[src/rtl/core/vsrc_pkg.sv]
package vsrc_pkg;

  // Default values for the top-level parameters.
  localparam int POWER_BITS_DEF  = 24;
  localparam int COUNT_LIMIT_DEF = 10;
  localparam int FRAC_BITS_DEF   = 16;

  // Fixed field widths.
  localparam int FLAGS_W   = 6;
  localparam int SPO2_W    = 7;
  localparam int HR_W      = 8;
  localparam int SQ_W      = 8;
  localparam int DAR_W     = 16;
  localparam int PCT_W     = 7;
  localparam int SCORE_W   = 7;
  localparam int MASK_W    = 5;
  localparam int LEVEL_W   = 2;
  localparam int CNT_W     = 4;
  localparam int CFG_W     = 16;
  localparam int CFG_IDX_W = 3;
  localparam int PTS_W     = 8;

  // Configuration register indexes.
  localparam logic [CFG_IDX_W-1:0] REG_SPO2_HYPOXIA   = 3'd0;
  localparam logic [CFG_IDX_W-1:0] REG_HR_BRADY       = 3'd1;
  localparam logic [CFG_IDX_W-1:0] REG_HR_TACHY       = 3'd2;
  localparam logic [CFG_IDX_W-1:0] REG_DAR_ALERT      = 3'd3;
  localparam logic [CFG_IDX_W-1:0] REG_DELTA_DOM      = 3'd4;
  localparam logic [CFG_IDX_W-1:0] REG_PERSISTENCE    = 3'd5;

  // Configuration reset values.
  localparam logic [SPO2_W-1:0] RST_SPO2_HYPOXIA = 7'd92;
  localparam logic [HR_W-1:0]   RST_HR_BRADY     = 8'd40;
  localparam logic [HR_W-1:0]   RST_HR_TACHY     = 8'd150;
  localparam logic [DAR_W-1:0]  RST_DAR_ALERT    = 16'd768;
  localparam logic [PCT_W-1:0]  RST_DELTA_DOM    = 7'd50;
  localparam logic [CNT_W-1:0]  RST_PERSISTENCE  = 4'd4;

  // Sensor flag bit positions.
  localparam int FLAG_IMU      = 0;
  localparam int FLAG_FALL     = 1;
  localparam int FLAG_PPG      = 2;
  localparam int FLAG_ATTACHED = 3;
  localparam int FLAG_EEG      = 4;
  localparam int FLAG_SYNCED   = 5;

  // Reason mask bit positions.
  localparam int RSN_FALL      = 0;
  localparam int RSN_HYPOXIA   = 1;
  localparam int RSN_ARRHYTHM  = 2;
  localparam int RSN_DAR       = 3;
  localparam int RSN_DELTA     = 4;

  // Anomaly points and score limits.
  localparam logic [PTS_W-1:0]   PTS_FALL     = 8'd50;
  localparam logic [PTS_W-1:0]   PTS_HYPOXIA  = 8'd30;
  localparam logic [PTS_W-1:0]   PTS_ARRHYTHM = 8'd25;
  localparam logic [PTS_W-1:0]   PTS_DAR      = 8'd35;
  localparam logic [PTS_W-1:0]   PTS_DELTA    = 8'd20;
  localparam logic [PTS_W-1:0]   RAW_MAX      = 8'd100;
  localparam logic [SQ_W-1:0]    SQ_CLEAN_MAX = 8'd50;
  localparam logic [PCT_W-1:0]   PCT_SCALE    = 7'd100;

  // Exponential average weights, out of 2^W_SHIFT.
  localparam int W_KEEP   = 42598;
  localparam int W_NEW    = 22938;
  localparam int W_NEW_W  = 15;
  localparam int W_SHIFT  = 16;

  // Level decision thresholds.
  localparam logic [SCORE_W-1:0] ANOM_RAW    = 7'd30;
  localparam logic [SCORE_W-1:0] CRIT_FIN    = 7'd60;
  localparam logic [SCORE_W-1:0] CRIT_FLOOR  = 7'd75;
  localparam logic [SCORE_W-1:0] WARN_FIN    = 7'd30;
  localparam logic [SCORE_W-1:0] REPORT_FIN  = 7'd25;

  // Risk level codes.
  localparam logic [LEVEL_W-1:0] LEVEL_NORMAL   = 2'd0;
  localparam logic [LEVEL_W-1:0] LEVEL_WARNING  = 2'd1;
  localparam logic [LEVEL_W-1:0] LEVEL_CRITICAL = 2'd2;

  typedef struct packed {
    logic [SPO2_W-1:0] spo2_hypoxia_pct;
    logic [HR_W-1:0]   hr_brady_bpm;
    logic [HR_W-1:0]   hr_tachy_bpm;
    logic [DAR_W-1:0]  dar_alert_level;
    logic [PCT_W-1:0]  delta_dominance_pct;
    logic [CNT_W-1:0]  persistence_samples;
  } cfg_t;

  // Per-sample anomaly result.
  typedef struct packed {
    logic               fall;
    logic [MASK_W-1:0]  mask;
    logic [SCORE_W-1:0] raw;
  } score_t;

  // Per-sample result after the state update.
  typedef struct packed {
    logic               fall;
    logic [MASK_W-1:0]  mask;
    logic [SCORE_W-1:0] raw;
    logic [SCORE_W-1:0] fin;
    logic [CNT_W-1:0]   count;
  } trend_t;

endpackage

[src/rtl/core/vsrc_cfg_regs.sv]
module vsrc_cfg_regs (
  input  logic                               clk,
  input  logic                               rst_n,
  input  logic                               cfg_we,
  input  logic [vsrc_pkg::CFG_IDX_W-1:0]     cfg_index,
  input  logic [vsrc_pkg::CFG_W-1:0]         cfg_data,
  output vsrc_pkg::cfg_t                     cfg
);

  vsrc_pkg::cfg_t cfg_r;
  vsrc_pkg::cfg_t cfg_nxt;

  // Decode the write; unknown indexes leave every register alone.
  always_comb begin
    cfg_nxt = cfg_r;
    if (cfg_we) begin
      unique case (cfg_index)
        vsrc_pkg::REG_SPO2_HYPOXIA:
          cfg_nxt.spo2_hypoxia_pct = cfg_data[vsrc_pkg::SPO2_W-1:0];
        vsrc_pkg::REG_HR_BRADY:
          cfg_nxt.hr_brady_bpm = cfg_data[vsrc_pkg::HR_W-1:0];
        vsrc_pkg::REG_HR_TACHY:
          cfg_nxt.hr_tachy_bpm = cfg_data[vsrc_pkg::HR_W-1:0];
        vsrc_pkg::REG_DAR_ALERT:
          cfg_nxt.dar_alert_level = cfg_data[vsrc_pkg::DAR_W-1:0];
        vsrc_pkg::REG_DELTA_DOM:
          cfg_nxt.delta_dominance_pct = cfg_data[vsrc_pkg::PCT_W-1:0];
        vsrc_pkg::REG_PERSISTENCE:
          cfg_nxt.persistence_samples = cfg_data[vsrc_pkg::CNT_W-1:0];
        default: cfg_nxt = cfg_r;
      endcase
    end
  end

  // Registers with their power-on thresholds.
  always_ff @(posedge clk) begin
    if (!rst_n) begin
      cfg_r.spo2_hypoxia_pct    <= vsrc_pkg::RST_SPO2_HYPOXIA;
      cfg_r.hr_brady_bpm        <= vsrc_pkg::RST_HR_BRADY;
      cfg_r.hr_tachy_bpm        <= vsrc_pkg::RST_HR_TACHY;
      cfg_r.dar_alert_level     <= vsrc_pkg::RST_DAR_ALERT;
      cfg_r.delta_dominance_pct <= vsrc_pkg::RST_DELTA_DOM;
      cfg_r.persistence_samples <= vsrc_pkg::RST_PERSISTENCE;
    end else begin
      cfg_r <= cfg_nxt;
    end
  end

  assign cfg = cfg_r;

endmodule

[src/rtl/core/vsrc_detect.sv]
module vsrc_detect #(
  parameter int POWER_BITS = vsrc_pkg::POWER_BITS_DEF
) (
  input  logic                              clk,
  input  logic                              ld_a,
  input  logic                              ld_b,
  input  vsrc_pkg::cfg_t                    cfg,
  input  logic [vsrc_pkg::FLAGS_W-1:0]      sensor_flags,
  input  logic [vsrc_pkg::SPO2_W-1:0]       spo2_pct,
  input  logic [vsrc_pkg::HR_W-1:0]         heart_rate,
  input  logic [vsrc_pkg::SQ_W-1:0]         signal_quality,
  input  logic [vsrc_pkg::DAR_W-1:0]        dar_ratio,
  input  logic [POWER_BITS-1:0]             delta_power,
  input  logic [POWER_BITS-1:0]             theta_power,
  input  logic [POWER_BITS-1:0]             low_alpha_power,
  input  logic [POWER_BITS-1:0]             high_alpha_power,
  input  logic [POWER_BITS-1:0]             low_beta_power,
  input  logic [POWER_BITS-1:0]             high_beta_power,
  output vsrc_pkg::score_t                  score
);

  localparam int TOT_W  = POWER_BITS + 3;
  localparam int D100_W = POWER_BITS + vsrc_pkg::PCT_W;
  localparam int PROD_W = TOT_W + vsrc_pkg::PCT_W;

  logic              fall;
  logic              ppg_ok;
  logic              eeg_ok;
  logic              hyp;
  logic              arr;
  logic              dar_hi;
  logic [TOT_W-1:0]  total;
  logic [D100_W-1:0] delta100;

  logic              fall_r;
  logic              eeg_ok_r;
  logic              hyp_r;
  logic              arr_r;
  logic              dar_hi_r;
  logic [TOT_W-1:0]  total_r;
  logic [D100_W-1:0] delta100_r;

  logic [PROD_W-1:0]          share_lim;
  logic                       dom;
  logic [vsrc_pkg::PTS_W-1:0] raw_sum;
  vsrc_pkg::score_t           score_nxt;
  vsrc_pkg::score_t           score_r;

  // First stage: sensor gating, threshold tests, band total and scaled delta.
  always_comb begin
    fall   = sensor_flags[vsrc_pkg::FLAG_IMU] & sensor_flags[vsrc_pkg::FLAG_FALL];
    ppg_ok = sensor_flags[vsrc_pkg::FLAG_PPG] & sensor_flags[vsrc_pkg::FLAG_ATTACHED];
    eeg_ok = sensor_flags[vsrc_pkg::FLAG_EEG] & sensor_flags[vsrc_pkg::FLAG_SYNCED] &
             (signal_quality <= vsrc_pkg::SQ_CLEAN_MAX);
    hyp    = ppg_ok && (spo2_pct != '0) && (spo2_pct < cfg.spo2_hypoxia_pct);
    arr    = ppg_ok && (heart_rate != '0) &&
             ((heart_rate < cfg.hr_brady_bpm) || (heart_rate > cfg.hr_tachy_bpm));
    dar_hi = eeg_ok && (dar_ratio >= cfg.dar_alert_level);
    total  = TOT_W'(delta_power) + TOT_W'(theta_power) + TOT_W'(low_alpha_power) +
             TOT_W'(high_alpha_power) + TOT_W'(low_beta_power) + TOT_W'(high_beta_power);
    delta100 = D100_W'(delta_power) * D100_W'(vsrc_pkg::PCT_SCALE);
  end

  always_ff @(posedge clk) begin
    if (ld_a) begin
      fall_r     <= fall;
      eeg_ok_r   <= eeg_ok;
      hyp_r      <= hyp;
      arr_r      <= arr;
      dar_hi_r   <= dar_hi;
      total_r    <= total;
      delta100_r <= delta100;
    end
  end

  // Second stage: delta dominance test and the saturated point sum.
  always_comb begin
    share_lim = PROD_W'(cfg.delta_dominance_pct) * PROD_W'(total_r);
    dom       = eeg_ok_r && (total_r != '0) && (PROD_W'(delta100_r) > share_lim);
    raw_sum   = (fall_r   ? vsrc_pkg::PTS_FALL     : '0) +
                (hyp_r    ? vsrc_pkg::PTS_HYPOXIA  : '0) +
                (arr_r    ? vsrc_pkg::PTS_ARRHYTHM : '0) +
                (dar_hi_r ? vsrc_pkg::PTS_DAR      : '0) +
                (dom      ? vsrc_pkg::PTS_DELTA    : '0);
    score_nxt.fall = fall_r;
    score_nxt.mask = '0;
    score_nxt.mask[vsrc_pkg::RSN_FALL]     = fall_r;
    score_nxt.mask[vsrc_pkg::RSN_HYPOXIA]  = hyp_r;
    score_nxt.mask[vsrc_pkg::RSN_ARRHYTHM] = arr_r;
    score_nxt.mask[vsrc_pkg::RSN_DAR]      = dar_hi_r;
    score_nxt.mask[vsrc_pkg::RSN_DELTA]    = dom;
    score_nxt.raw = (raw_sum > vsrc_pkg::RAW_MAX) ?
                    vsrc_pkg::RAW_MAX[vsrc_pkg::SCORE_W-1:0] :
                    raw_sum[vsrc_pkg::SCORE_W-1:0];
  end

  always_ff @(posedge clk) begin
    if (ld_b) begin
      score_r <= score_nxt;
    end
  end

  assign score = score_r;

endmodule

[src/rtl/core/vsrc_trend.sv]
module vsrc_trend #(
  parameter int COUNT_LIMIT = vsrc_pkg::COUNT_LIMIT_DEF,
  parameter int FRAC_BITS   = vsrc_pkg::FRAC_BITS_DEF
) (
  input  logic              clk,
  input  logic              rst_n,
  input  logic              upd,
  input  vsrc_pkg::score_t  score,
  output vsrc_pkg::trend_t  trend
);

  localparam int SM_W   = vsrc_pkg::SCORE_W + FRAC_BITS;
  localparam int SUM_W  = SM_W + vsrc_pkg::W_SHIFT + 1;
  localparam int NEWP_W = vsrc_pkg::SCORE_W + vsrc_pkg::W_NEW_W;

  logic [vsrc_pkg::CNT_W-1:0] count_r;
  logic [vsrc_pkg::CNT_W-1:0] count_nxt;
  logic [SM_W-1:0]            smooth_r;
  logic [SM_W-1:0]            smooth_nxt;
  logic [SUM_W-1:0]           keep_term;
  logic [NEWP_W-1:0]          new_pts;
  logic [SUM_W-1:0]           new_term;
  logic [SUM_W-1:0]           avg_sum;
  vsrc_pkg::trend_t           trend_r;
  vsrc_pkg::trend_t           trend_nxt;

  // Persistence counter: up on an anomalous sample, down otherwise, saturating.
  always_comb begin
    count_nxt = count_r;
    if (score.raw >= vsrc_pkg::ANOM_RAW) begin
      if (count_r < vsrc_pkg::CNT_W'(COUNT_LIMIT)) begin
        count_nxt = count_r + 1'b1;
      end
    end else if (count_r != '0) begin
      count_nxt = count_r - 1'b1;
    end
  end

  // Exponential average in fixed point, truncated after the weight shift.
  always_comb begin
    keep_term  = SUM_W'(smooth_r) * SUM_W'(vsrc_pkg::W_KEEP);
    new_pts    = NEWP_W'(score.raw) * NEWP_W'(vsrc_pkg::W_NEW);
    new_term   = SUM_W'(new_pts) << FRAC_BITS;
    avg_sum    = keep_term + new_term;
    smooth_nxt = SM_W'(avg_sum >> vsrc_pkg::W_SHIFT);
  end

  always_comb begin
    trend_nxt.fall  = score.fall;
    trend_nxt.mask  = score.mask;
    trend_nxt.raw   = score.raw;
    trend_nxt.fin   = smooth_nxt[SM_W-1 -: vsrc_pkg::SCORE_W];
    trend_nxt.count = count_nxt;
  end

  // State moves exactly once per sample, as it enters this stage.
  always_ff @(posedge clk) begin
    if (!rst_n) begin
      count_r  <= '0;
      smooth_r <= '0;
    end else if (upd) begin
      count_r  <= count_nxt;
      smooth_r <= smooth_nxt;
    end
  end

  always_ff @(posedge clk) begin
    if (upd) begin
      trend_r <= trend_nxt;
    end
  end

  assign trend = trend_r;

endmodule

[src/rtl/core/vsrc_grade.sv]
module vsrc_grade (
  input  logic                             clk,
  input  logic                             ld,
  input  logic [vsrc_pkg::CNT_W-1:0]       persistence_samples,
  input  vsrc_pkg::trend_t                 trend,
  output logic [vsrc_pkg::LEVEL_W-1:0]     risk_level,
  output logic [vsrc_pkg::SCORE_W-1:0]     risk_score,
  output logic [vsrc_pkg::MASK_W-1:0]      reason_mask,
  output logic [vsrc_pkg::SCORE_W-1:0]     raw_score
);

  logic                             persistent;
  logic [vsrc_pkg::LEVEL_W-1:0]     level_nxt;
  logic [vsrc_pkg::SCORE_W-1:0]     score_nxt;
  logic [vsrc_pkg::LEVEL_W-1:0]     level_r;
  logic [vsrc_pkg::SCORE_W-1:0]     score_r;
  logic [vsrc_pkg::MASK_W-1:0]      mask_r;
  logic [vsrc_pkg::SCORE_W-1:0]     raw_r;

  // Level from the averaged score and persistence; a fall is always critical.
  always_comb begin
    persistent = (trend.count >= persistence_samples);
    if (trend.fall || ((trend.fin >= vsrc_pkg::CRIT_FIN) && persistent)) begin
      level_nxt = vsrc_pkg::LEVEL_CRITICAL;
      score_nxt = (trend.fin > vsrc_pkg::CRIT_FIN) ? trend.fin : vsrc_pkg::CRIT_FLOOR;
    end else if ((trend.fin >= vsrc_pkg::WARN_FIN) && persistent) begin
      level_nxt = vsrc_pkg::LEVEL_WARNING;
      score_nxt = trend.fin;
    end else begin
      level_nxt = vsrc_pkg::LEVEL_NORMAL;
      score_nxt = (trend.fin < vsrc_pkg::REPORT_FIN) ? '0 : (trend.fin >> 1);
    end
  end

  // Output word register.
  always_ff @(posedge clk) begin
    if (ld) begin
      level_r <= level_nxt;
      score_r <= score_nxt;
      mask_r  <= trend.mask;
      raw_r   <= trend.raw;
    end
  end

  assign risk_level  = level_r;
  assign risk_score  = score_r;
  assign reason_mask = mask_r;
  assign raw_score   = raw_r;

endmodule

[src/rtl/core/vital_sign_risk_classifier.sv]
// Vital sign risk classifier.
// Input channel (in_*): one fused sensor word per transfer, taken at a rising
// edge where in_valid is high and in_stall is low. Output channel (out_*):
// one result word per input word, in order, taken where out_valid is high and
// out_stall is low. Thresholds are written through cfg_we/cfg_index/cfg_data
// while no word is in flight; unknown indexes are ignored.
// A word accepted at one edge moves in order through the five register ranks
// (input, test, score, average, output) and then shows on out_*. The pipeline
// takes one word every cycle while the receiver does not stall; the average
// update is the only loop and closes within one stage.
// Reset (rst_n low, synchronous) empties the pipeline, clears the persistence
// counter and the score average and loads the default thresholds.
// When the receiver stalls, the result word holds on out_* and the pipeline
// keeps filling its empty stages; in_stall rises only once every stage holds
// a word, and goes low again in the cycle the output word is taken.
module vital_sign_risk_classifier #(
  parameter int POWER_BITS  = vsrc_pkg::POWER_BITS_DEF,
  parameter int COUNT_LIMIT = vsrc_pkg::COUNT_LIMIT_DEF,
  parameter int FRAC_BITS   = vsrc_pkg::FRAC_BITS_DEF
) (
  input  logic                              clk,
  input  logic                              rst_n,
  input  logic                              cfg_we,
  input  logic [vsrc_pkg::CFG_IDX_W-1:0]    cfg_index,
  input  logic [vsrc_pkg::CFG_W-1:0]        cfg_data,
  input  logic                              in_valid,
  output logic                              in_stall,
  input  logic [vsrc_pkg::FLAGS_W-1:0]      in_sensor_flags,
  input  logic [vsrc_pkg::SPO2_W-1:0]       in_spo2_pct,
  input  logic [vsrc_pkg::HR_W-1:0]         in_heart_rate,
  input  logic [vsrc_pkg::SQ_W-1:0]         in_signal_quality,
  input  logic [vsrc_pkg::DAR_W-1:0]        in_dar_ratio,
  input  logic [POWER_BITS-1:0]             in_delta_power,
  input  logic [POWER_BITS-1:0]             in_theta_power,
  input  logic [POWER_BITS-1:0]             in_low_alpha_power,
  input  logic [POWER_BITS-1:0]             in_high_alpha_power,
  input  logic [POWER_BITS-1:0]             in_low_beta_power,
  input  logic [POWER_BITS-1:0]             in_high_beta_power,
  output logic                              out_valid,
  input  logic                              out_stall,
  output logic [vsrc_pkg::LEVEL_W-1:0]      out_risk_level,
  output logic [vsrc_pkg::SCORE_W-1:0]      out_risk_score,
  output logic [vsrc_pkg::MASK_W-1:0]       out_reason_mask,
  output logic [vsrc_pkg::SCORE_W-1:0]      out_raw_score
);

  vsrc_pkg::cfg_t   cfg;
  vsrc_pkg::score_t score;
  vsrc_pkg::trend_t trend;

  // Stage valid bits, from input register to output register.
  logic v_in_r, v_in_nxt;
  logic v_a_r,  v_a_nxt;
  logic v_b_r,  v_b_nxt;
  logic v_c_r,  v_c_nxt;
  logic out_valid_r, out_valid_nxt;

  logic rdy_in, rdy_a, rdy_b, rdy_c, rdy_out;
  logic ld_in, ld_a, ld_b, ld_c, ld_out;

  // Input word register.
  logic [vsrc_pkg::FLAGS_W-1:0] flags_r;
  logic [vsrc_pkg::SPO2_W-1:0]  spo2_r;
  logic [vsrc_pkg::HR_W-1:0]    hr_r;
  logic [vsrc_pkg::SQ_W-1:0]    sq_r;
  logic [vsrc_pkg::DAR_W-1:0]   dar_r;
  logic [POWER_BITS-1:0]        delta_r;
  logic [POWER_BITS-1:0]        theta_r;
  logic [POWER_BITS-1:0]        low_alpha_r;
  logic [POWER_BITS-1:0]        high_alpha_r;
  logic [POWER_BITS-1:0]        low_beta_r;
  logic [POWER_BITS-1:0]        high_beta_r;

  // A stage may load when it is empty or its word moves on this cycle.
  always_comb begin
    rdy_out = !out_valid_r || !out_stall;
    rdy_c   = !v_c_r  || rdy_out;
    rdy_b   = !v_b_r  || rdy_c;
    rdy_a   = !v_a_r  || rdy_b;
    rdy_in  = !v_in_r || rdy_a;
    ld_in   = in_valid && rdy_in;
    ld_a    = v_in_r && rdy_a;
    ld_b    = v_a_r  && rdy_b;
    ld_c    = v_b_r  && rdy_c;
    ld_out  = v_c_r  && rdy_out;
    v_in_nxt      = rdy_in  ? in_valid : v_in_r;
    v_a_nxt       = rdy_a   ? v_in_r   : v_a_r;
    v_b_nxt       = rdy_b   ? v_a_r    : v_b_r;
    v_c_nxt       = rdy_c   ? v_b_r    : v_c_r;
    out_valid_nxt = rdy_out ? v_c_r    : out_valid_r;
  end

  always_ff @(posedge clk) begin
    if (!rst_n) begin
      v_in_r      <= 1'b0;
      v_a_r       <= 1'b0;
      v_b_r       <= 1'b0;
      v_c_r       <= 1'b0;
      out_valid_r <= 1'b0;
    end else begin
      v_in_r      <= v_in_nxt;
      v_a_r       <= v_a_nxt;
      v_b_r       <= v_b_nxt;
      v_c_r       <= v_c_nxt;
      out_valid_r <= out_valid_nxt;
    end
  end

  always_ff @(posedge clk) begin
    if (ld_in) begin
      flags_r      <= in_sensor_flags;
      spo2_r       <= in_spo2_pct;
      hr_r         <= in_heart_rate;
      sq_r         <= in_signal_quality;
      dar_r        <= in_dar_ratio;
      delta_r      <= in_delta_power;
      theta_r      <= in_theta_power;
      low_alpha_r  <= in_low_alpha_power;
      high_alpha_r <= in_high_alpha_power;
      low_beta_r   <= in_low_beta_power;
      high_beta_r  <= in_high_beta_power;
    end
  end

  assign in_stall  = !rdy_in;
  assign out_valid = out_valid_r;

  vsrc_cfg_regs u_cfg (
    .clk       (clk),
    .rst_n     (rst_n),
    .cfg_we    (cfg_we),
    .cfg_index (cfg_index),
    .cfg_data  (cfg_data),
    .cfg       (cfg)
  );

  vsrc_detect #(
    .POWER_BITS (POWER_BITS)
  ) u_detect (
    .clk              (clk),
    .ld_a             (ld_a),
    .ld_b             (ld_b),
    .cfg              (cfg),
    .sensor_flags     (flags_r),
    .spo2_pct         (spo2_r),
    .heart_rate       (hr_r),
    .signal_quality   (sq_r),
    .dar_ratio        (dar_r),
    .delta_power      (delta_r),
    .theta_power      (theta_r),
    .low_alpha_power  (low_alpha_r),
    .high_alpha_power (high_alpha_r),
    .low_beta_power   (low_beta_r),
    .high_beta_power  (high_beta_r),
    .score            (score)
  );

  vsrc_trend #(
    .COUNT_LIMIT (COUNT_LIMIT),
    .FRAC_BITS   (FRAC_BITS)
  ) u_trend (
    .clk   (clk),
    .rst_n (rst_n),
    .upd   (ld_c),
    .score (score),
    .trend (trend)
  );

  vsrc_grade u_grade (
    .clk                 (clk),
    .ld                  (ld_out),
    .persistence_samples (cfg.persistence_samples),
    .trend               (trend),
    .risk_level          (out_risk_level),
    .risk_score          (out_risk_score),
    .reason_mask         (out_reason_mask),
    .raw_score           (out_raw_score)
  );

endmodule

[config.mk]
export PLATFORM = sky130hd
export DESIGN_NAME = vital_sign_risk_classifier
export DESIGN_NICKNAME = d
export VERILOG_FILES = /design/src/rtl/core/vsrc_pkg.sv /design/src/rtl/core/vsrc_cfg_regs.sv /design/src/rtl/core/vsrc_detect.sv /design/src/rtl/core/vsrc_trend.sv /design/src/rtl/core/vsrc_grade.sv /design/src/rtl/core/vital_sign_risk_classifier.sv
export SDC_FILE = /design/constraint.sdc
export NUM_CORES = 2
export LEC_CHECK = 0
export BUFFER_PORTS_ARGS = -buffer_cell sky130_fd_sc_hd__buf_2
export CAP_MARGIN = 15
export CORE_MARGIN = 2
export CORE_UTILIZATION = 63
export CTS_CLUSTER_SIZE = 20
export DETAILED_ROUTE_END_ITERATION = 8
export GPL_TIMING_DRIVEN = 0
export PLACE_DENSITY = 0.83
export SLEW_MARGIN = 10
export SYNTH_ARGS = -nofsm -noshare
export SYNTH_HDL_FRONTEND = slang
export SYNTH_SLANG_ARGS = --single-unit
[constraint.sdc]
create_clock -name clk -period 12.6 [get_ports clk]
set_input_delay 1.26 -clock clk [delete_from_list [all_inputs] [get_ports clk]]
set_output_delay 1.26 -clock clk [all_outputs]
set_load 0.02 [all_outputs]
==> out/metrics.yaml <==
yosys:
  ys_ff_latch: 388
  synth_edf_count: 306
  ys_seq_area_frac: 0.308
  yosys-top-cells-count: "inv_1, ha_1, fa_1, edfxtp_1, nand2_1"
  ys_types: 69
  syn_area_sq_um: 35200
  synth_cells: 3375
  syn_avg_cell_area_sq_um: 10.4
  ys_async_sr_fraction: 0
  synth_top_area_share: 0.261
  synth_nets: 4434
  synth.most_common_cell: "inv_1"
  synth_top_cell_by_area: "edfxtp_1"
  yosysWarnings: 0
  ys.flop_type: "edfxtp_1"
  synth.area.top_cells: "edfxtp_1, fa_1, ha_1, inv_1, dfxtp_1"
clock_network:
  tritoncts: "yes"
  postCtsSetupRepairBufs: 0
  insertion_delay_ns: 0.59
  cts_resized: 0
  path_clk_slew_ns: 0.06
  holdBufCountCts: 0
  clk_path_buf_depth: 3
  cts_root_buffer: "clkbuf_16"
  cts_buffers: 44
  cts.sinks: 388
  htreeDepth: 2
cells_and_area:
  fillers: 3981
  drive_gt1_frac: 0.0924
  area_growth_pct: 10.8
  multi_input_area_sq_um: 21800
  register_area_sq_um: 10800
  finalCoreUtilization: 0.707
  fin_nets: 4727
sta:
  slew_headroom: 0.128
  hold_viol_final: 0
  min_period_ns: 10.65
  hold_slack_ns: 0.413
  worst_pin_slew_ns: 1.31
  fin_worst_skew_ns: 0.0409
  finalMaxSlewViolations: 0
  timing.final.crit_share: 0.846
  rsz0062_at_grt: "false"
  setup_violations: 0
  fmax_mhz: 93.9
place:
  gp_congestion: 0.905
  hpwl_um: 62100
  io_buffers: 235
drt:
  met2WireLength_um: 38200
  drc: 0
  drt_iter0_markers: 1362
  routed-wl-met3_um: 4130
  drt-met1-wl_um: 31100
  vias: 24500
  top_layer_used: "met5"
  antenna_left: 0
  firstDrtPassIters: 6
  via_per_inst: 5.50
  wl_per_cell_um: 17.1
  routed_wl_um: 76100
setup_path:
  start_kind: "register"
  critPathSlowestCell: "fa_1"
  critPathCapture: "u_detect.score[2]"
  rr_endpoint: "u_detect.score[2]"
  r2r_cells: 37
  reg2reg_slack_ns: 1.95
  worstPathArrival_ns: 10.99
  max_stage_delay_ns: 0.57
  setup.worst_path.start: "u_cfg.cfg[5]"
  crit_type: "register to register"
  required_ns: 12.94
  cp_common_cell: "fa_1"
  cp_max_fo: 10
  timing.rr.start: "u_cfg.cfg[5]"
  worstSetupEndpointType: "register"
die:
  start_util: 0.638
  core_area_sq_um: 55100
  fp.dieH_um: 240
  rows: 86
  fp.dieArea_sq_um: 57700
  pin_count: 236
  die_w_um: 240
global_routing:
  grt_pass1_vias: 25400
  grt_overflow: 0
  grt_pass1_wl_um: 125000
  grt_max_degree: 34
  grt_use_total: 0.275
  antenna_found_initial: 4
min_path:
  hold_path.class: "register to register"
run_status:
  status: "finished clean"
run:
  drv_cap: 0
-- how the worst min path moves through the flow --
stage / to / startpoint / slack (ns) / cells after the start
global route: u_grade.raw_score[3] / u_trend.trend[14] / 0.42 / 0
global placement: u_trend.trend[19] / u_detect.score[8] / 0.40 / 0
floorplan: u_grade.raw_score[0] / u_trend.trend[11] / 0.40 / 0
CTS: u_trend.trend[21] / u_detect.score[10] / 0.41 / 0
detailed placement: u_trend.trend[18] / u_detect.score[7] / 0.40 / 0
finish: u_trend.trend[21] / u_detect.score[10] / 0.41 / 0
-- placed cells by master (no fill, tap or decap), drive strengths merged, types with 82 or more instances in the layout --
cell | synthesis | layout
a21o | 85 | 85
nand2 | 261 | 261
clkbuf | 45 | 97
nor2 | 143 | 143
buf | 5 | 252
a21oi | 179 | 179
xnor2 | 87 | 87
edfxtp | 306 | 306
ha | 498 | 498
fa | 348 | 348
and2 | 127 | 127
inv | 645 | 648
dfxtp | 82 | 82
-- cell families after synthesis --
| group | after synthesis | synth area share |
|---|---|---|
| xor gates and xnor gates | 136 | 0.0339 |
| AOI/OAI and AO/OA | 536 | 0.0995 |
| buffers and inverters | 695 | 0.0742 |
| DFF | 388 | 0.308 |
| and+or+nand+nor | 755 | 0.104 |
| adders and majority gates | 846 | 0.375 |
| muxes | 19 | 0.00548 |
-- registers in the layout, summed over array words and instances, names as in the netlist, 5 cells and up --
name and cells:
high_beta_r 24, hr_r 8, u_trend.trend 23, spo2_r 7
u_grade.raw_score 7, theta_r 24, u_detect.total_r 27, low_alpha_r 24
u_detect.delta100_r 29, delta_r 24, u_detect.score 12, u_grade.reason_mask 5
u_trend.smooth_r 23, high_alpha_r 24, u_grade.risk_score 7, sq_r 8
low_beta_r 24, flags_r 6, u_cfg.cfg 50, dar_r 16
-- routing by layer --
metal	up-vias	track usage
li1	11900	-
met1	11800	0.346
met2	700	0.482
met3	151	0.0395
met4	2	0.102
met5	-	0
-- stage by stage --
step,setup slack [ns],cells,instance area (sq um),TNS (ns)
after global placement,-1.80,4358,37300,-325.85
final,1.95,4456,38900,0
after CTS,1.95,4450,38900,0
after floorplan,1.66,3375,35200,0
after detailed placement,1.95,4369,37500,0
after global routing,1.27,4452,38900,0
-- layout make-up --
type	instances	share of cell area
multi-input combinational	2292	0.559
sequential	388	0.278
inverter	645	0.0622
timing repair buffer	247	0.0357
clock buffer	52	0.0296
tap	748	0.0240
clock inverter	29	0.00655
buffer	50	0.00485
antenna	5	0.000321
-- critical path, delay by kind of cell, from the launching register on --
family                   cells  cell delay [ns]
multiplexers                 1             0.21
adder cells (fa/ha/maj)      9             4.02
XOR/XNOR                     1             0.10
buffers and inverters        6             1.39
flip-flops                   1             0.31
AO/OA/AOI/OAI               13             2.98
AND/OR/NAND/NOR              7             1.37
Power is left out: the tool's default activity adds up to more than one toggle a clock period on the data nets, which glitch-free logic cannot reach.
